[config.mk]
export PLATFORM = sky130hd
export DESIGN_NAME = i2c_master_write_read_core
export DESIGN_NICKNAME = d
export VERILOG_FILES = /design/src/hw/rtl/i2cmwr_pkg.sv /design/src/hw/rtl/i2cmwr_front.sv /design/src/hw/rtl/i2cmwr_back.sv /design/src/hw/rtl/i2c_master_write_read_core.sv
export SDC_FILE = /design/constraint.sdc
export NUM_CORES = 1
export LEC_CHECK = 0
export BUFFER_PORTS_ARGS = -buffer_cell sky130_fd_sc_hd__buf_2
export CAP_MARGIN = 20
export CORE_ASPECT_RATIO = 0.9
export CORE_MARGIN = 2
export CORE_UTILIZATION = 60
export CTS_CLUSTER_SIZE = 14
export DETAILED_ROUTE_END_ITERATION = 6
export GPL_TIMING_DRIVEN = 0
export PLACE_DENSITY = 0.78
export REMOVE_ABC_BUFFERS = 1
export SYNTH_ARGS = -nofsm -noshare
export SYNTH_HDL_FRONTEND = slang
export SYNTH_SLANG_ARGS = --single-unit
export TNS_END_PERCENT = 50
[constraint.sdc]
create_clock -name clk -period 11.2 [get_ports clk]
set_clock_uncertainty 0.05 [all_clocks]
set_input_delay 1.68 -clock clk [delete_from_list [all_inputs] [get_ports clk]]
set_output_delay 1.68 -clock clk [all_outputs]
set_load 0.005 [all_outputs]
[src/hw/rtl/i2cmwr_pkg.sv]
`timescale 1ns / 1ps
package i2cmwr_pkg;

  localparam int WriteDepth = 16;
  localparam int WrIdxW = $clog2(WriteDepth);
  localparam int WrCntW = $clog2(WriteDepth + 1);
  localparam int HpW = 10;
  localparam int StW = 20;
  localparam int QDepth = 2;

  typedef enum logic [1:0] {
    FUNC_TICK  = 2'd0,
    FUNC_QUEUE = 2'd1,
    FUNC_START = 2'd2,
    FUNC_CLEAR = 2'd3
  } func_t;

  typedef enum logic [1:0] {
    STS_OK       = 2'd0,
    STS_TIMEOUT  = 2'd1,
    STS_ADDR_NAK = 2'd2,
    STS_DATA_NAK = 2'd3
  } status_t;

  typedef enum logic [1:0] {
    STG_ADDR_W = 2'd0,
    STG_WDATA  = 2'd1,
    STG_ADDR_R = 2'd2,
    STG_RDATA  = 2'd3
  } stage_t;

  typedef enum logic [4:0] {
    PH_IDLE, PH_START_SDA, PH_START_SCL, PH_START_HOLD, PH_START_LOW,
    PH_BIT_SETUP, PH_BIT_RISE, PH_BIT_HIGH, PH_STOP_SETUP, PH_STOP_RISE,
    PH_STOP_HIGH, PH_STOP_FREE, PH_CLR_LOW, PH_CLR_HIGH, PH_CLR_SETUP,
    PH_CLR_RISE, PH_CLR_FREE
  } phase_t;

  // one classified tick handed from front to back
  typedef struct packed {
    func_t      func;
    logic       scl;
    logic       sda;
    logic [6:0] addr;
    logic [7:0] data_byte;
    logic [4:0] write_count;
    logic [7:0] read_count;
  } tick_t;

  typedef struct packed {
    logic       scl_low;
    logic       sda_low;
    logic       busy;
    logic       read_valid;
    logic [7:0] read_data;
    logic       read_last;
    logic       done;
    status_t    status;
  } res_t;

endpackage

[src/hw/rtl/i2cmwr_front.sv]
`timescale 1ns / 1ps
module i2cmwr_front (
  input  logic                clk,
  input  logic                rst_n,
  input  logic                in_valid,
  output logic                in_ready,
  input  i2cmwr_pkg::tick_t   in_tick,
  output logic                q_valid,
  input  logic                q_ready,
  output i2cmwr_pkg::tick_t   q_tick
);

  i2cmwr_pkg::tick_t mem_r [i2cmwr_pkg::QDepth];
  logic wp_r, rp_r;
  logic [1:0] cnt_r;
  logic push, pop;

  // two-entry queue decoupling input from sequencer
  assign in_ready = (cnt_r != 2'd2);
  assign q_valid  = (cnt_r != 2'd0);
  assign push     = in_valid && in_ready;
  assign pop      = q_valid && q_ready;
  assign q_tick   = mem_r[rp_r];

  always_ff @(posedge clk) begin
    if (push) begin
      mem_r[wp_r] <= in_tick;
    end
  end

  always_ff @(posedge clk) begin
    if (!rst_n) begin
      wp_r  <= 1'b0;
      rp_r  <= 1'b0;
      cnt_r <= 2'd0;
    end else begin
      if (push) wp_r <= ~wp_r;
      if (pop) rp_r <= ~rp_r;
      cnt_r <= cnt_r + {1'b0, push} - {1'b0, pop};
    end
  end

endmodule

[src/hw/rtl/i2cmwr_back.sv]
`timescale 1ns / 1ps
module i2cmwr_back (
  input  logic                clk,
  input  logic                rst_n,
  input  logic                cfg_we,
  input  logic                cfg_idx,
  input  logic [19:0]         cfg_wdata,
  input  logic                q_valid,
  output logic                q_ready,
  input  i2cmwr_pkg::tick_t   q_tick,
  output logic                out_valid,
  input  logic                out_ready,
  output i2cmwr_pkg::res_t    out_res
);

  localparam int HpW = i2cmwr_pkg::HpW;
  localparam int StW = i2cmwr_pkg::StW;

  logic [HpW-1:0] half_period_r;
  logic [StW-1:0] stretch_timeout_r;

  i2cmwr_pkg::phase_t phase_r, phase_nxt;
  i2cmwr_pkg::stage_t stage_r, stage_nxt;
  logic [HpW-1:0] ht_r, ht_nxt;
  logic [StW-1:0] st_r, st_nxt;
  logic [3:0] bit_r, bit_nxt;
  logic [7:0] byte_r, byte_nxt;
  logic [7:0] sh_r, sh_nxt;
  logic [i2cmwr_pkg::WrCntW-1:0] fill_r, fill_nxt;
  logic [6:0] addr_r, addr_nxt;
  logic [i2cmwr_pkg::WrCntW-1:0] wtot_r, wtot_nxt;
  logic [7:0] rtot_r, rtot_nxt;
  logic scl_r, scl_nxt, sda_r, sda_nxt;
  i2cmwr_pkg::status_t err_r, err_nxt;
  logic [7:0] store_r [i2cmwr_pkg::WriteDepth];
  logic [7:0] store_rd_r;
  logic [i2cmwr_pkg::WrIdxW-1:0] pre_idx;
  logic store_we;

  i2cmwr_pkg::res_t res, res_r;
  logic ov_r;
  logic step;

  logic [HpW-1:0] ht_inc;
  logic [StW-1:0] st_inc;
  logic dly_done, st_exp;
  logic [8:0] byte_p1;
  logic [i2cmwr_pkg::WrCntW-1:0] wc_sat;

  // step whenever the output register is free or being drained
  assign q_ready   = !ov_r || out_ready;
  assign step      = q_valid && q_ready;
  assign out_valid = ov_r;
  assign out_res   = res_r;

  assign ht_inc   = ht_r + 1'b1;
  assign dly_done = ht_inc >= half_period_r;
  assign st_inc   = st_r + 1'b1;
  assign st_exp   = st_inc >= stretch_timeout_r;
  assign byte_p1  = {1'b0, byte_r} + 9'd1;
  assign wc_sat   = (q_tick.write_count > 5'(i2cmwr_pkg::WriteDepth))
                  ? i2cmwr_pkg::WrCntW'(i2cmwr_pkg::WriteDepth)
                  : i2cmwr_pkg::WrCntW'(q_tick.write_count);

  // the next write byte is fetched while the current one is on the bus
  assign pre_idx  = (stage_r == i2cmwr_pkg::STG_WDATA)
                  ? byte_p1[i2cmwr_pkg::WrIdxW-1:0] : '0;

  // configuration registers
  always_ff @(posedge clk) begin
    if (!rst_n) begin
      half_period_r     <= HpW'(5);
      stretch_timeout_r <= StW'(10000);
    end else if (cfg_we) begin
      if (cfg_idx) stretch_timeout_r <= cfg_wdata;
      else half_period_r <= cfg_wdata[HpW-1:0];
    end
  end

  // write byte store
  always_ff @(posedge clk) begin
    if (store_we) begin
      store_r[fill_r[i2cmwr_pkg::WrIdxW-1:0]] <= q_tick.data_byte;
    end
    store_rd_r <= store_r[pre_idx];
  end

  // sequencer next state
  always_comb begin
    logic nack;
    logic [7:0] bsh;
    logic bsda;
    logic [1:0] act;
    nack = sh_r[0];
    phase_nxt = phase_r; stage_nxt = stage_r; ht_nxt = ht_r; st_nxt = st_r;
    bit_nxt = bit_r; byte_nxt = byte_r; sh_nxt = sh_r; fill_nxt = fill_r;
    addr_nxt = addr_r; wtot_nxt = wtot_r; rtot_nxt = rtot_r;
    scl_nxt = scl_r; sda_nxt = sda_r; err_nxt = err_r;
    store_we = 1'b0;
    res = '0;
    bsh = '0; bsda = 1'b0;
    act = 2'd0; // 1 begin byte, 2 begin stop, 3 begin start
    unique case (phase_r)
      i2cmwr_pkg::PH_IDLE: begin
        unique case (q_tick.func)
          i2cmwr_pkg::FUNC_QUEUE: begin
            if (fill_r < i2cmwr_pkg::WrCntW'(i2cmwr_pkg::WriteDepth)) begin
              store_we = 1'b1;
              fill_nxt = fill_r + 1'b1;
            end
          end
          i2cmwr_pkg::FUNC_START: begin
            addr_nxt = q_tick.addr;
            wtot_nxt = wc_sat;
            rtot_nxt = q_tick.read_count;
            fill_nxt = '0; err_nxt = i2cmwr_pkg::STS_OK; byte_nxt = '0;
            stage_nxt = (wc_sat != '0 || q_tick.read_count == 8'd0)
                      ? i2cmwr_pkg::STG_ADDR_W : i2cmwr_pkg::STG_ADDR_R;
            act = 2'd3;
          end
          i2cmwr_pkg::FUNC_CLEAR: begin
            sda_nxt = 1'b0; scl_nxt = 1'b1; bit_nxt = '0;
            err_nxt = i2cmwr_pkg::STS_OK;
            phase_nxt = i2cmwr_pkg::PH_CLR_LOW; ht_nxt = '0;
          end
          i2cmwr_pkg::FUNC_TICK: ;
          default: ;
        endcase
      end
      i2cmwr_pkg::PH_START_SDA: begin
        if (q_tick.sda) begin
          scl_nxt = 1'b0; st_nxt = '0; phase_nxt = i2cmwr_pkg::PH_START_SCL;
        end else begin
          st_nxt = st_inc;
          if (st_exp) begin err_nxt = i2cmwr_pkg::STS_TIMEOUT; act = 2'd2; end
        end
      end
      i2cmwr_pkg::PH_START_SCL: begin
        if (q_tick.scl) begin
          phase_nxt = i2cmwr_pkg::PH_START_HOLD; ht_nxt = '0;
        end else begin
          st_nxt = st_inc;
          if (st_exp) begin err_nxt = i2cmwr_pkg::STS_TIMEOUT; act = 2'd2; end
        end
      end
      i2cmwr_pkg::PH_START_HOLD: begin
        ht_nxt = dly_done ? '0 : ht_inc;
        if (dly_done) begin sda_nxt = 1'b1; phase_nxt = i2cmwr_pkg::PH_START_LOW; end
      end
      i2cmwr_pkg::PH_START_LOW: begin
        ht_nxt = dly_done ? '0 : ht_inc;
        if (dly_done) begin scl_nxt = 1'b1; act = 2'd1; end
      end
      i2cmwr_pkg::PH_BIT_SETUP: begin
        ht_nxt = dly_done ? '0 : ht_inc;
        if (dly_done) begin
          scl_nxt = 1'b0; st_nxt = '0; phase_nxt = i2cmwr_pkg::PH_BIT_RISE;
        end
      end
      i2cmwr_pkg::PH_BIT_RISE: begin
        if (q_tick.scl) begin
          if (bit_r < 4'd8 || stage_r != i2cmwr_pkg::STG_RDATA)
            sh_nxt = {sh_r[6:0], q_tick.sda};
          phase_nxt = i2cmwr_pkg::PH_BIT_HIGH; ht_nxt = '0;
        end else begin
          st_nxt = st_inc;
          if (st_exp) begin err_nxt = i2cmwr_pkg::STS_TIMEOUT; act = 2'd2; end
        end
      end
      i2cmwr_pkg::PH_BIT_HIGH: begin
        ht_nxt = dly_done ? '0 : ht_inc;
        if (dly_done) begin
          scl_nxt = 1'b1;
          if (bit_r < 4'd8) begin
            bit_nxt = bit_r + 1'b1;
            if (bit_r + 4'd1 < 4'd8)
              sda_nxt = (stage_r == i2cmwr_pkg::STG_RDATA) ? 1'b0 : ~sh_r[7];
            else
              sda_nxt = stage_r == i2cmwr_pkg::STG_RDATA && byte_p1 < {1'b0, rtot_r};
            phase_nxt = i2cmwr_pkg::PH_BIT_SETUP; ht_nxt = '0;
          end else begin
            unique case (stage_r)
              i2cmwr_pkg::STG_ADDR_W: begin
                if (nack) begin err_nxt = i2cmwr_pkg::STS_ADDR_NAK; act = 2'd2; end
                else if (wtot_r != '0) begin
                  stage_nxt = i2cmwr_pkg::STG_WDATA; byte_nxt = '0; act = 2'd1;
                end else if (rtot_r != 8'd0) begin
                  stage_nxt = i2cmwr_pkg::STG_ADDR_R; act = 2'd3;
                end else act = 2'd2;
              end
              i2cmwr_pkg::STG_WDATA: begin
                if (nack) begin err_nxt = i2cmwr_pkg::STS_DATA_NAK; act = 2'd2; end
                else begin
                  byte_nxt = byte_p1[7:0];
                  if (byte_p1 < 9'(wtot_r)) act = 2'd1;
                  else if (rtot_r != 8'd0) begin
                    stage_nxt = i2cmwr_pkg::STG_ADDR_R; act = 2'd3;
                  end else act = 2'd2;
                end
              end
              i2cmwr_pkg::STG_ADDR_R: begin
                if (nack) begin err_nxt = i2cmwr_pkg::STS_ADDR_NAK; act = 2'd2; end
                else begin
                  stage_nxt = i2cmwr_pkg::STG_RDATA; byte_nxt = '0; act = 2'd1;
                end
              end
              i2cmwr_pkg::STG_RDATA: begin
                res.read_valid = 1'b1;
                res.read_data  = sh_r;
                res.read_last  = byte_p1 >= {1'b0, rtot_r};
                byte_nxt = byte_p1[7:0];
                act = (byte_p1 < {1'b0, rtot_r}) ? 2'd1 : 2'd2;
              end
              default: ;
            endcase
          end
        end
      end
      i2cmwr_pkg::PH_STOP_SETUP: begin
        ht_nxt = dly_done ? '0 : ht_inc;
        if (dly_done) begin
          scl_nxt = 1'b0; st_nxt = '0; phase_nxt = i2cmwr_pkg::PH_STOP_RISE;
        end
      end
      i2cmwr_pkg::PH_STOP_RISE: begin
        if (!q_tick.scl) st_nxt = st_inc;
        if (q_tick.scl || st_exp) begin
          phase_nxt = i2cmwr_pkg::PH_STOP_HIGH; ht_nxt = '0;
        end
      end
      i2cmwr_pkg::PH_STOP_HIGH: begin
        ht_nxt = dly_done ? '0 : ht_inc;
        if (dly_done) begin sda_nxt = 1'b0; phase_nxt = i2cmwr_pkg::PH_STOP_FREE; end
      end
      i2cmwr_pkg::PH_STOP_FREE: begin
        ht_nxt = dly_done ? '0 : ht_inc;
        if (dly_done) begin
          phase_nxt = i2cmwr_pkg::PH_IDLE; res.done = 1'b1; res.status = err_r;
        end
      end
      i2cmwr_pkg::PH_CLR_LOW: begin
        ht_nxt = dly_done ? '0 : ht_inc;
        if (dly_done) begin scl_nxt = 1'b0; phase_nxt = i2cmwr_pkg::PH_CLR_HIGH; end
      end
      i2cmwr_pkg::PH_CLR_HIGH: begin
        ht_nxt = dly_done ? '0 : ht_inc;
        if (dly_done) begin
          bit_nxt = bit_r + 1'b1;
          if (bit_r + 4'd1 < 4'd9) begin
            scl_nxt = 1'b1; phase_nxt = i2cmwr_pkg::PH_CLR_LOW;
          end else begin
            sda_nxt = 1'b1; phase_nxt = i2cmwr_pkg::PH_CLR_SETUP;
          end
        end
      end
      i2cmwr_pkg::PH_CLR_SETUP: begin
        ht_nxt = dly_done ? '0 : ht_inc;
        if (dly_done) begin scl_nxt = 1'b0; phase_nxt = i2cmwr_pkg::PH_CLR_RISE; end
      end
      i2cmwr_pkg::PH_CLR_RISE: begin
        ht_nxt = dly_done ? '0 : ht_inc;
        if (dly_done) begin sda_nxt = 1'b0; phase_nxt = i2cmwr_pkg::PH_CLR_FREE; end
      end
      i2cmwr_pkg::PH_CLR_FREE: begin
        ht_nxt = dly_done ? '0 : ht_inc;
        if (dly_done) begin
          phase_nxt = i2cmwr_pkg::PH_IDLE; res.done = 1'b1;
          res.status = i2cmwr_pkg::STS_OK;
        end
      end
      default: phase_nxt = i2cmwr_pkg::PH_IDLE;
    endcase

    // shared follow-up actions
    unique case (act)
      2'd1: begin
        unique case (stage_nxt)
          i2cmwr_pkg::STG_ADDR_W: bsh = {addr_r, 1'b0};
          i2cmwr_pkg::STG_ADDR_R: bsh = {addr_r, 1'b1};
          i2cmwr_pkg::STG_WDATA:  bsh = store_rd_r;
          default: bsh = 8'd0;
        endcase
        bsda = (stage_nxt == i2cmwr_pkg::STG_RDATA) ? 1'b0 : ~bsh[7];
        sh_nxt = bsh; bit_nxt = '0; sda_nxt = bsda;
        phase_nxt = i2cmwr_pkg::PH_BIT_SETUP; ht_nxt = '0;
      end
      2'd2: begin
        sda_nxt = 1'b1; phase_nxt = i2cmwr_pkg::PH_STOP_SETUP; ht_nxt = '0;
      end
      2'd3: begin
        sda_nxt = 1'b0; st_nxt = '0; phase_nxt = i2cmwr_pkg::PH_START_SDA;
      end
      default: ;
    endcase

    res.scl_low = scl_nxt;
    res.sda_low = sda_nxt;
    res.busy    = phase_nxt != i2cmwr_pkg::PH_IDLE;
  end

  // sequencer registers
  always_ff @(posedge clk) begin
    if (!rst_n) begin
      phase_r <= i2cmwr_pkg::PH_IDLE; stage_r <= i2cmwr_pkg::STG_ADDR_W;
      ht_r <= '0; st_r <= '0; bit_r <= '0; byte_r <= '0; sh_r <= '0;
      fill_r <= '0; addr_r <= '0; wtot_r <= '0; rtot_r <= '0;
      scl_r <= 1'b0; sda_r <= 1'b0; err_r <= i2cmwr_pkg::STS_OK;
    end else if (step) begin
      phase_r <= phase_nxt; stage_r <= stage_nxt;
      ht_r <= ht_nxt; st_r <= st_nxt; bit_r <= bit_nxt; byte_r <= byte_nxt;
      sh_r <= sh_nxt; fill_r <= fill_nxt; addr_r <= addr_nxt;
      wtot_r <= wtot_nxt; rtot_r <= rtot_nxt;
      scl_r <= scl_nxt; sda_r <= sda_nxt; err_r <= err_nxt;
    end
  end

  // output register
  always_ff @(posedge clk) begin
    if (!rst_n) begin
      ov_r <= 1'b0;
    end else if (q_ready) begin
      ov_r <= q_valid;
    end
  end

  always_ff @(posedge clk) begin
    if (step) res_r <= res;
  end

endmodule

[src/hw/rtl/i2c_master_write_read_core.sv]
`timescale 1ns / 1ps
// open-drain i2c master stepped by one tick item per microsecond
// in_ channel: each item carries the sampled scl/sda levels and a command
//   (tick, queue write byte, start write-read, bus clear); commands are
//   only acted on while the sequencer is idle
// out_ channel: one item per input item with the line drives, busy,
//   a received byte when one completes and done/status at the end
// cfg_ port: index 0 half_period, index 1 stretch_timeout
// path: an item passes the queue entry, then the sequencer step into the
//   output register, and is then valid on out_; one item per cycle
//   sustained while out_tready stays high, set by the sequencer step
//   behind a two-entry queue
// reset: sequencer idle, lines released, write queue empty, registers
//   back to half_period 5 and stretch_timeout 10000
// stall: out_tready low holds the output register; the queue fills to its
//   two entries and then in_tready drops, nothing is lost
module i2c_master_write_read_core (
  input  logic        clk,
  input  logic        rst_n,
  input  logic        in_tvalid,
  output logic        in_tready,
  // scl_in, sda_in, addr, data_byte, write_count, read_count, zero pad
  input  logic [31:0] in_tdata,
  // func
  input  logic [1:0]  in_tuser,
  output logic        out_tvalid,
  input  logic        out_tready,
  // scl_low, sda_low, busy_res, read_valid, read_data, read_last, done_res,
  // status
  output logic [15:0] out_tdata,
  input  logic        cfg_we,
  input  logic        cfg_idx,
  input  logic [19:0] cfg_wdata
);

  i2cmwr_pkg::tick_t in_tick, q_tick;
  i2cmwr_pkg::res_t  res;
  logic q_valid, q_ready;

  // unpack input item
  always_comb begin
    in_tick.func        = i2cmwr_pkg::func_t'(in_tuser);
    in_tick.scl         = in_tdata[0];
    in_tick.sda         = in_tdata[1];
    in_tick.addr        = in_tdata[8:2];
    in_tick.data_byte   = in_tdata[16:9];
    in_tick.write_count = in_tdata[21:17];
    in_tick.read_count  = in_tdata[29:22];
  end

  i2cmwr_front u_front (
    .clk, .rst_n,
    .in_valid (in_tvalid), .in_ready (in_tready), .in_tick (in_tick),
    .q_valid, .q_ready, .q_tick
  );

  i2cmwr_back u_back (
    .clk, .rst_n, .cfg_we, .cfg_idx, .cfg_wdata,
    .q_valid, .q_ready, .q_tick,
    .out_valid (out_tvalid), .out_ready (out_tready), .out_res (res)
  );

  // pack result item
  assign out_tdata = {res.status, res.done, res.read_last, res.read_data,
                      res.read_valid, res.busy, res.sda_low, res.scl_low};

  // output holds while stalled
  a_hold: assert property (@(posedge clk) disable iff (!rst_n)
    out_tvalid && !out_tready |=> out_tvalid && $stable(out_tdata))
    else $error("result changed under stall");
  // done and a read byte never come together
  a_excl: assert property (@(posedge clk) disable iff (!rst_n)
    out_tvalid |-> !(out_tdata[3] && out_tdata[13]))
    else $error("done with read byte");
  // a finished transaction reports idle
  a_idle: assert property (@(posedge clk) disable iff (!rst_n)
    out_tvalid && out_tdata[13] |-> !out_tdata[2])
    else $error("done while busy");

endmodule

## After elaboration in Yosys (flattened, before gate mapping)

Memories as Yosys holds them, arrays and structs flattened. A register that Yosys moved wholly into a read port is not among the register bits.
Index checks and enable logic that the tools add are counted.

| cells by class | value |
|---|---|
| reduce and logical (&&, ||, !) cells | 49 |
| magnitude comparators | 10 |
| div/mod/pow operators | 0 |
| add/subtract/negate cells | 7 |
| bitwise gates (word level) | 8 |
| multipliers | 0 |
| shift operators | 0 |
| mux-type cells | 127 |
| eq/ne operators | 53 |

Operator list:

| operator | count |
|---|---|
| $mux 8 | 12 |
| $mux 5 | 18 |
| $mux 10 | 8 |
| $mux 20 | 4 |
| $pmux 5 s16 | 1 |
| $mux 2 | 31 |
| $pmux 20 s3 | 1 |
| $pmux 10 s5 | 1 |
| $eq 5x4->1 const B | 8 |
| $pmux 8 s4 | 1 |
| $mux 1 | 27 |
| $mux 4 | 6 |
| $pmux 8 s3 | 1 |
| $add 20x1->20 const B | 1 |
| $eq 5x3->1 const B | 4 |
| $ge 20x20->1 | 1 |
| $ne 3x2->1 const B | 6 |
| $eq 2x2->1 const B | 8 |
| $pmux 2 s4 | 2 |
| $pmux 8 s2 | 1 |
| $reduce_or 2->1 | 8 |
| $ne 3x1->1 const B | 5 |
| $ne 3x3->1 const B | 5 |
| $pmux 5 s3 | 1 |
| 50 further kinds | 93 |

| storage, ports and cells | value |
|---|---|
| RAM bits | 192 |
| word-level logic and storage cells | 284 |
| bits in latches | 0 |
| memories kept | 2 |
| output and inout port bits | 18 |
| bits of input ports | 60 |
| bits in registers | 137 |
| ROM bits | 0 |

Memory list:

| memory | words | width | rd ports | clocked after Yosys merged registers in | write ports | line | source |
|---|---|---|---|---|---|---|---|
| u_back.store_r | 16 | 8 | 1 | 1 | 1 | i2cmwr_back.sv:35 | `logic [7:0] store_r [i2cmwr_pkg::WriteDepth];` |
| u_front.mem_r | 2 | 32 | 1 | 1 | 1 | i2cmwr_front.sv:13 | `i2cmwr_pkg::tick_t mem_r [i2cmwr_pkg::QDepth];` |

## Depth between registers and ports, before layout

| depth | value |
|---|---|
| depth after elaboration | 14 |
| mapped depth | 23 |

## Cells and area by module

From an unflattened synthesis, not the netlist that was laid out.

| unflattened totals | value |
|---|---|
| cell total of the unflattened synthesis | 1559 |
| area, all modules | 16459.5 µm² |

By module, submodules not included:

| module | area an instance (µm²) | times used | cells an instance |
|---|---|---|---|
| i2cmwr_back | 13758.2 | 1 | 1435 |
| i2cmwr_front | 2701.3 | 1 | 124 |

## Worst setup path after synthesis

OpenSTA, ideal clock, no wires.

| timing | value |
|---|---|
| path type | reg2reg |
| start | register u_back.st_r[0] |
| end | register u_back.res_r (netlist bit u_back.out_res[13]), data pin |
| setup time | 134 ps |
| slack | 6587 ps |
| period minus slack after synthesis | 4613 ps |
| stages on the path, launching flop included | 23 |
| arrival time | 4429 ps |
| path through | dfxtp_1 ha_1 and3_1 and3_1 and3_1 clkbuf_1 and2_1 nand4_1 xnor2_1 ha_1 a21o_1 a21o_1 a211o_1 a211oi_1 o21ai_0 nand2_1 o311a_1 ha_1 o21ai_0 or4_1 o311ai_0 a2111oi_0 nand3_1 |

RTL lines:

| what | line | source |
|---|---|---|
| start, declared | i2cmwr_back.sv:25 | `logic [StW-1:0] st_r, st_nxt;` |
| start signal, assigned | i2cmwr_back.sv:310 | `ht_r <= ht_nxt; st_r <= st_nxt; bit_r <= bit_nxt; byte_r <= byte_nxt;` |
| end signal, assigned | i2cmwr_back.sv:327 | `if (step) res_r <= res;` |
| end, declared | i2cmwr_back.sv:40 | `i2cmwr_pkg::res_t res, res_r;` |

==> results by group <==
Outcome
  • Status: completed

Place
  • Cell Area, Placed: 0.0167 mm²
  • Routability cong.: 0.964
  • PortBufs: 75
  • DP HPWL: 25300 µm

Timing
  • Worst Tran Pin Value: 1.10 ns
  • Setup_tns: 0 ns
  • Max Clock Freq: 168 MHz
  • Final Cycle Share: 0.532
  • Final Max Slew Viols: 0
  • Hold Fails Final Rpt: 0
  • Max_slew headroom: 0.266
  • RSZ-0062 raised after global routing: no
  • Final setup violation count: 0
  • Min Clock Period, post-route: 5.96 ns

Clock tree
  • CTS Buf Count: 35
  • Worst skew pair latency: 0.53 ns
  • Clk buf depth: 3
  • Setup Fix Bufs, Post-CTS: 0
  • Clock slew at reported path FFs: 0.06 ns
  • Post-CTS Hold Fix Bufs: 0
  • H-tree levels: 2
  • Post-CTS sizing: 0
  • Clock Sinks: 338
  • CTS tree: done
  • Root Buffer: clkbuf_16

Critical path
  • Arrival @ worst endpoint: 6.15 ns
  • Element type at the critical path end: flip-flop
  • Worst setup path startpoint: u_back.byte_r[0]
  • Reg2reg start: u_back.byte_r[0]
  • R2r setup slk: 5.24 ns
  • Crit path kind: reg -> reg
  • Critical Path Start Type: flip-flop
  • Reg2reg end: u_back.out_res[13]
  • CP Data Required Time: 11.39 ns
  • R2R cell count: 17
  • Last element of the critical path: u_back.out_res[13]
  • Crit-path max FO: 26

Yosys
  • EDFF count, synth: 208
  • Yosys warns: 0
  • Syn avg cell area: 10.6 µm²
  • Seq/Total Area, Yosys: 0.549
  • Netlist cell types: 84
  • Mapped cell area: 0.0161 mm²
  • Fraction of registers with async set/reset: 0
  • Post-Synthesis Cells: 1521
  • Top_reg_cell synth: edfxtp_1
  • Top cells by area, synth: edfxtp_1 (39%), dfxtp_1 (16%), ha_1 (4.3%)
  • Yosys top cell area share: 0.388
  • Synth area leader: edfxtp_1
  • Register bit count reported by yosys: 338

Floorplan
  • Die extent in x: 177 µm
  • Die area: 0.0282 mm²
  • Core ar.: 0.0262 mm²
  • Row Count: 56
  • Effective utilization at floorplan: 0.615
  • Ports: 78
  • Die height: 159 µm

Route
  • Routed WL: 37600 µm
  • Average wire per standard cell: 19.4 µm
  • DR pass1 iterations: 7
  • Routed Antenna Nets: 0
  • DR iter-0 viols: 1235
  • Via count: 11961
  • # DRC: 0
  • Vias per cell: 6.18

Final layout
  • Final #Nets: 1675
  • Cell area after layout: 0.0178 mm²
  • Ant diodes: 0
  • Most frequent cells in the layout: edfxtp_1 (208), nand2_1 (175), dfxtp_1 (128), a21oi_1 (120), nor2_1 (108)
  • Area growth from synthesis to layout: 10.4%
  • Commonest non-fill, non-tap cell in the layout: edfxtp_1
  • Layout cells sized above 1: 0.125

Job
  • Max-cap violations: 0

GRT
  • Vias in the first global route: 11295
  • Initial antenna violation count: 0
  • Largest net degree at the start of global routing: 58
  • GRT Residual Overflow: 0
  • First-pass GRT wire length: 59800 µm
  • Total track usage: 0.266

Worst hold path
  • HP Start: u_back.half_period_r[3]
  • Worst hold stages: 2
  • Class of the worst hold path: reg -> reg

Power
  • Pwr/cell area: 204 mW/mm²
  • Pleak: 6.50 nW
  • VDD IR max: 0.193 mV
-- where the power goes --
part | internal [mW] | total, mW | switching [mW]
combinational | 0.326 | 0.946 | 0.620
clock | 0.585 | 1.07 | 0.480
sequential | 1.50 | 1.61 | 0.107
-- worst max-delay path: stages, from the launching register on --
cell and delay (ns):
dfxtp_2 0.51, ha_2 0.35, xnor2_1 0.72, clkinv_1 0.68, ha_1 0.50, a21oi_1 0.18
o21a_1 0.14, o22ai_1 0.11, nor3_1 0.40, a21o_1 0.19, a21o_1 0.18, inv_1 0.07
ha_1 0.26, o21ai_0 0.34, or4_1 0.20, o311ai_0 0.19, a2111oi_0 0.43, nand3_1 0.15
-- Yosys cell counts (7+ instances only) --
cell	n
a211oi_1	30
a21o_1	12
a21oi_1	120
a221oi_1	9
a222oi_1	8
a31oi_1	8
and2_1	31
and3_1	16
buf_1	10
buf_2	15
clkbuf_1	53
dfxtp_1	130
edfxtp_1	208
ha_1	56
inv_1	66
mux2_2	43
mux2i_1	38
nand2_1	175
nand2b_1	15
nand3_1	52
nand4_1	11
nor2_1	110
nor2b_1	13
nor3_1	19
nor4_1	9
o211ai_1	13
o21a_1	8
o21ai_0	77
o221ai_1	8
o31ai_1	9
or3_1	7
xnor2_1	19
xor2_1	17
-- registers in the layout, summed over array words and instances, names as in the netlist, 7 cells and up, named ones only --
signal and cells:
u_back.stretch_timeout_r 20, u_front.mem_r 64, u_back.out_res 16, u_back.sh_r 8
u_back.addr_r 7, u_back.byte_r 8, u_back.st_r 20, u_back.ht_r 10
u_back.half_period_r 10, u_back.store_rd_r 8, u_back.rtot_r 8, u_back.store_r 128
-- worst min path at each step --
stage,to,slack (ns)
4_1_cts,u_back.stretch_timeout_r[1],0.40
6_report,u_back.half_period_r[3],0.41
5_1_grt,u_back.stretch_timeout_r[1],0.42
3_5_place_dp,u_back.stretch_timeout_r[1],0.40
3_3_place_gp,u_back.err_r[0],0.39
2_1_floorplan,u_back.err_r[0],0.38
-- stage by stage --
stage / hold WS, ns / utilization / setup WS [ns] / std cells / power, mW
after floorplan: 0.377 / - / 5.80 / 1440 / 2.23
after global placement: 0.392 / 0.633 / 3.98 / 1863 / 2.52
after detailed placement: 0.396 / 0.639 / 5.34 / 1869 / 2.56
after CTS: 0.404 / 0.678 / 5.30 / 1933 / 3.62
after global routing: 0.418 / 0.678 / 4.89 / 1934 / 3.80
final: 0.406 / 0.678 / 5.24 / 1934 / 3.62
-- routing by layer --
| metal | vias up | wire, µm | share of wire | track usage |
|---|---|---|---|---|
| li1 | 5662 | - | - | - |
| met5 | - | 0 | 0 | 0 |
| met1 | 5756 | 16300 | 0.43 | 0.373 |
| met4 | 0 | 1100 | 0.029 | 0.0841 |
| met3 | 88 | 2900 | 0.077 | 0.0504 |
| met2 | 455 | 17300 | 0.46 | 0.419 |
-- layout make-up --
class | instances | area, µm²
inverters | 68 | 256
repair buffers | 82 | 513
flip-flops and latches | 338 | 8850
fillers | 2004 | 8430
multi-input cells | 1034 | 6680
clock inverters | 17 | 119
clock buffers | 47 | 921
well taps | 348 | 435
-- logic make-up after synthesis --
family,Yosys count,synth area share
AO/OA/AOI/OAI,362,0.148
XOR/XNOR,37,0.0206
adder cells (fa/ha/maj),56,0.0435
buffers and inverters,149,0.0366
flip-flops,338,0.549
multiplexers,81,0.0537
AND/OR/NAND/NOR,498,0.149
Power figures use the tool's default switching activity.
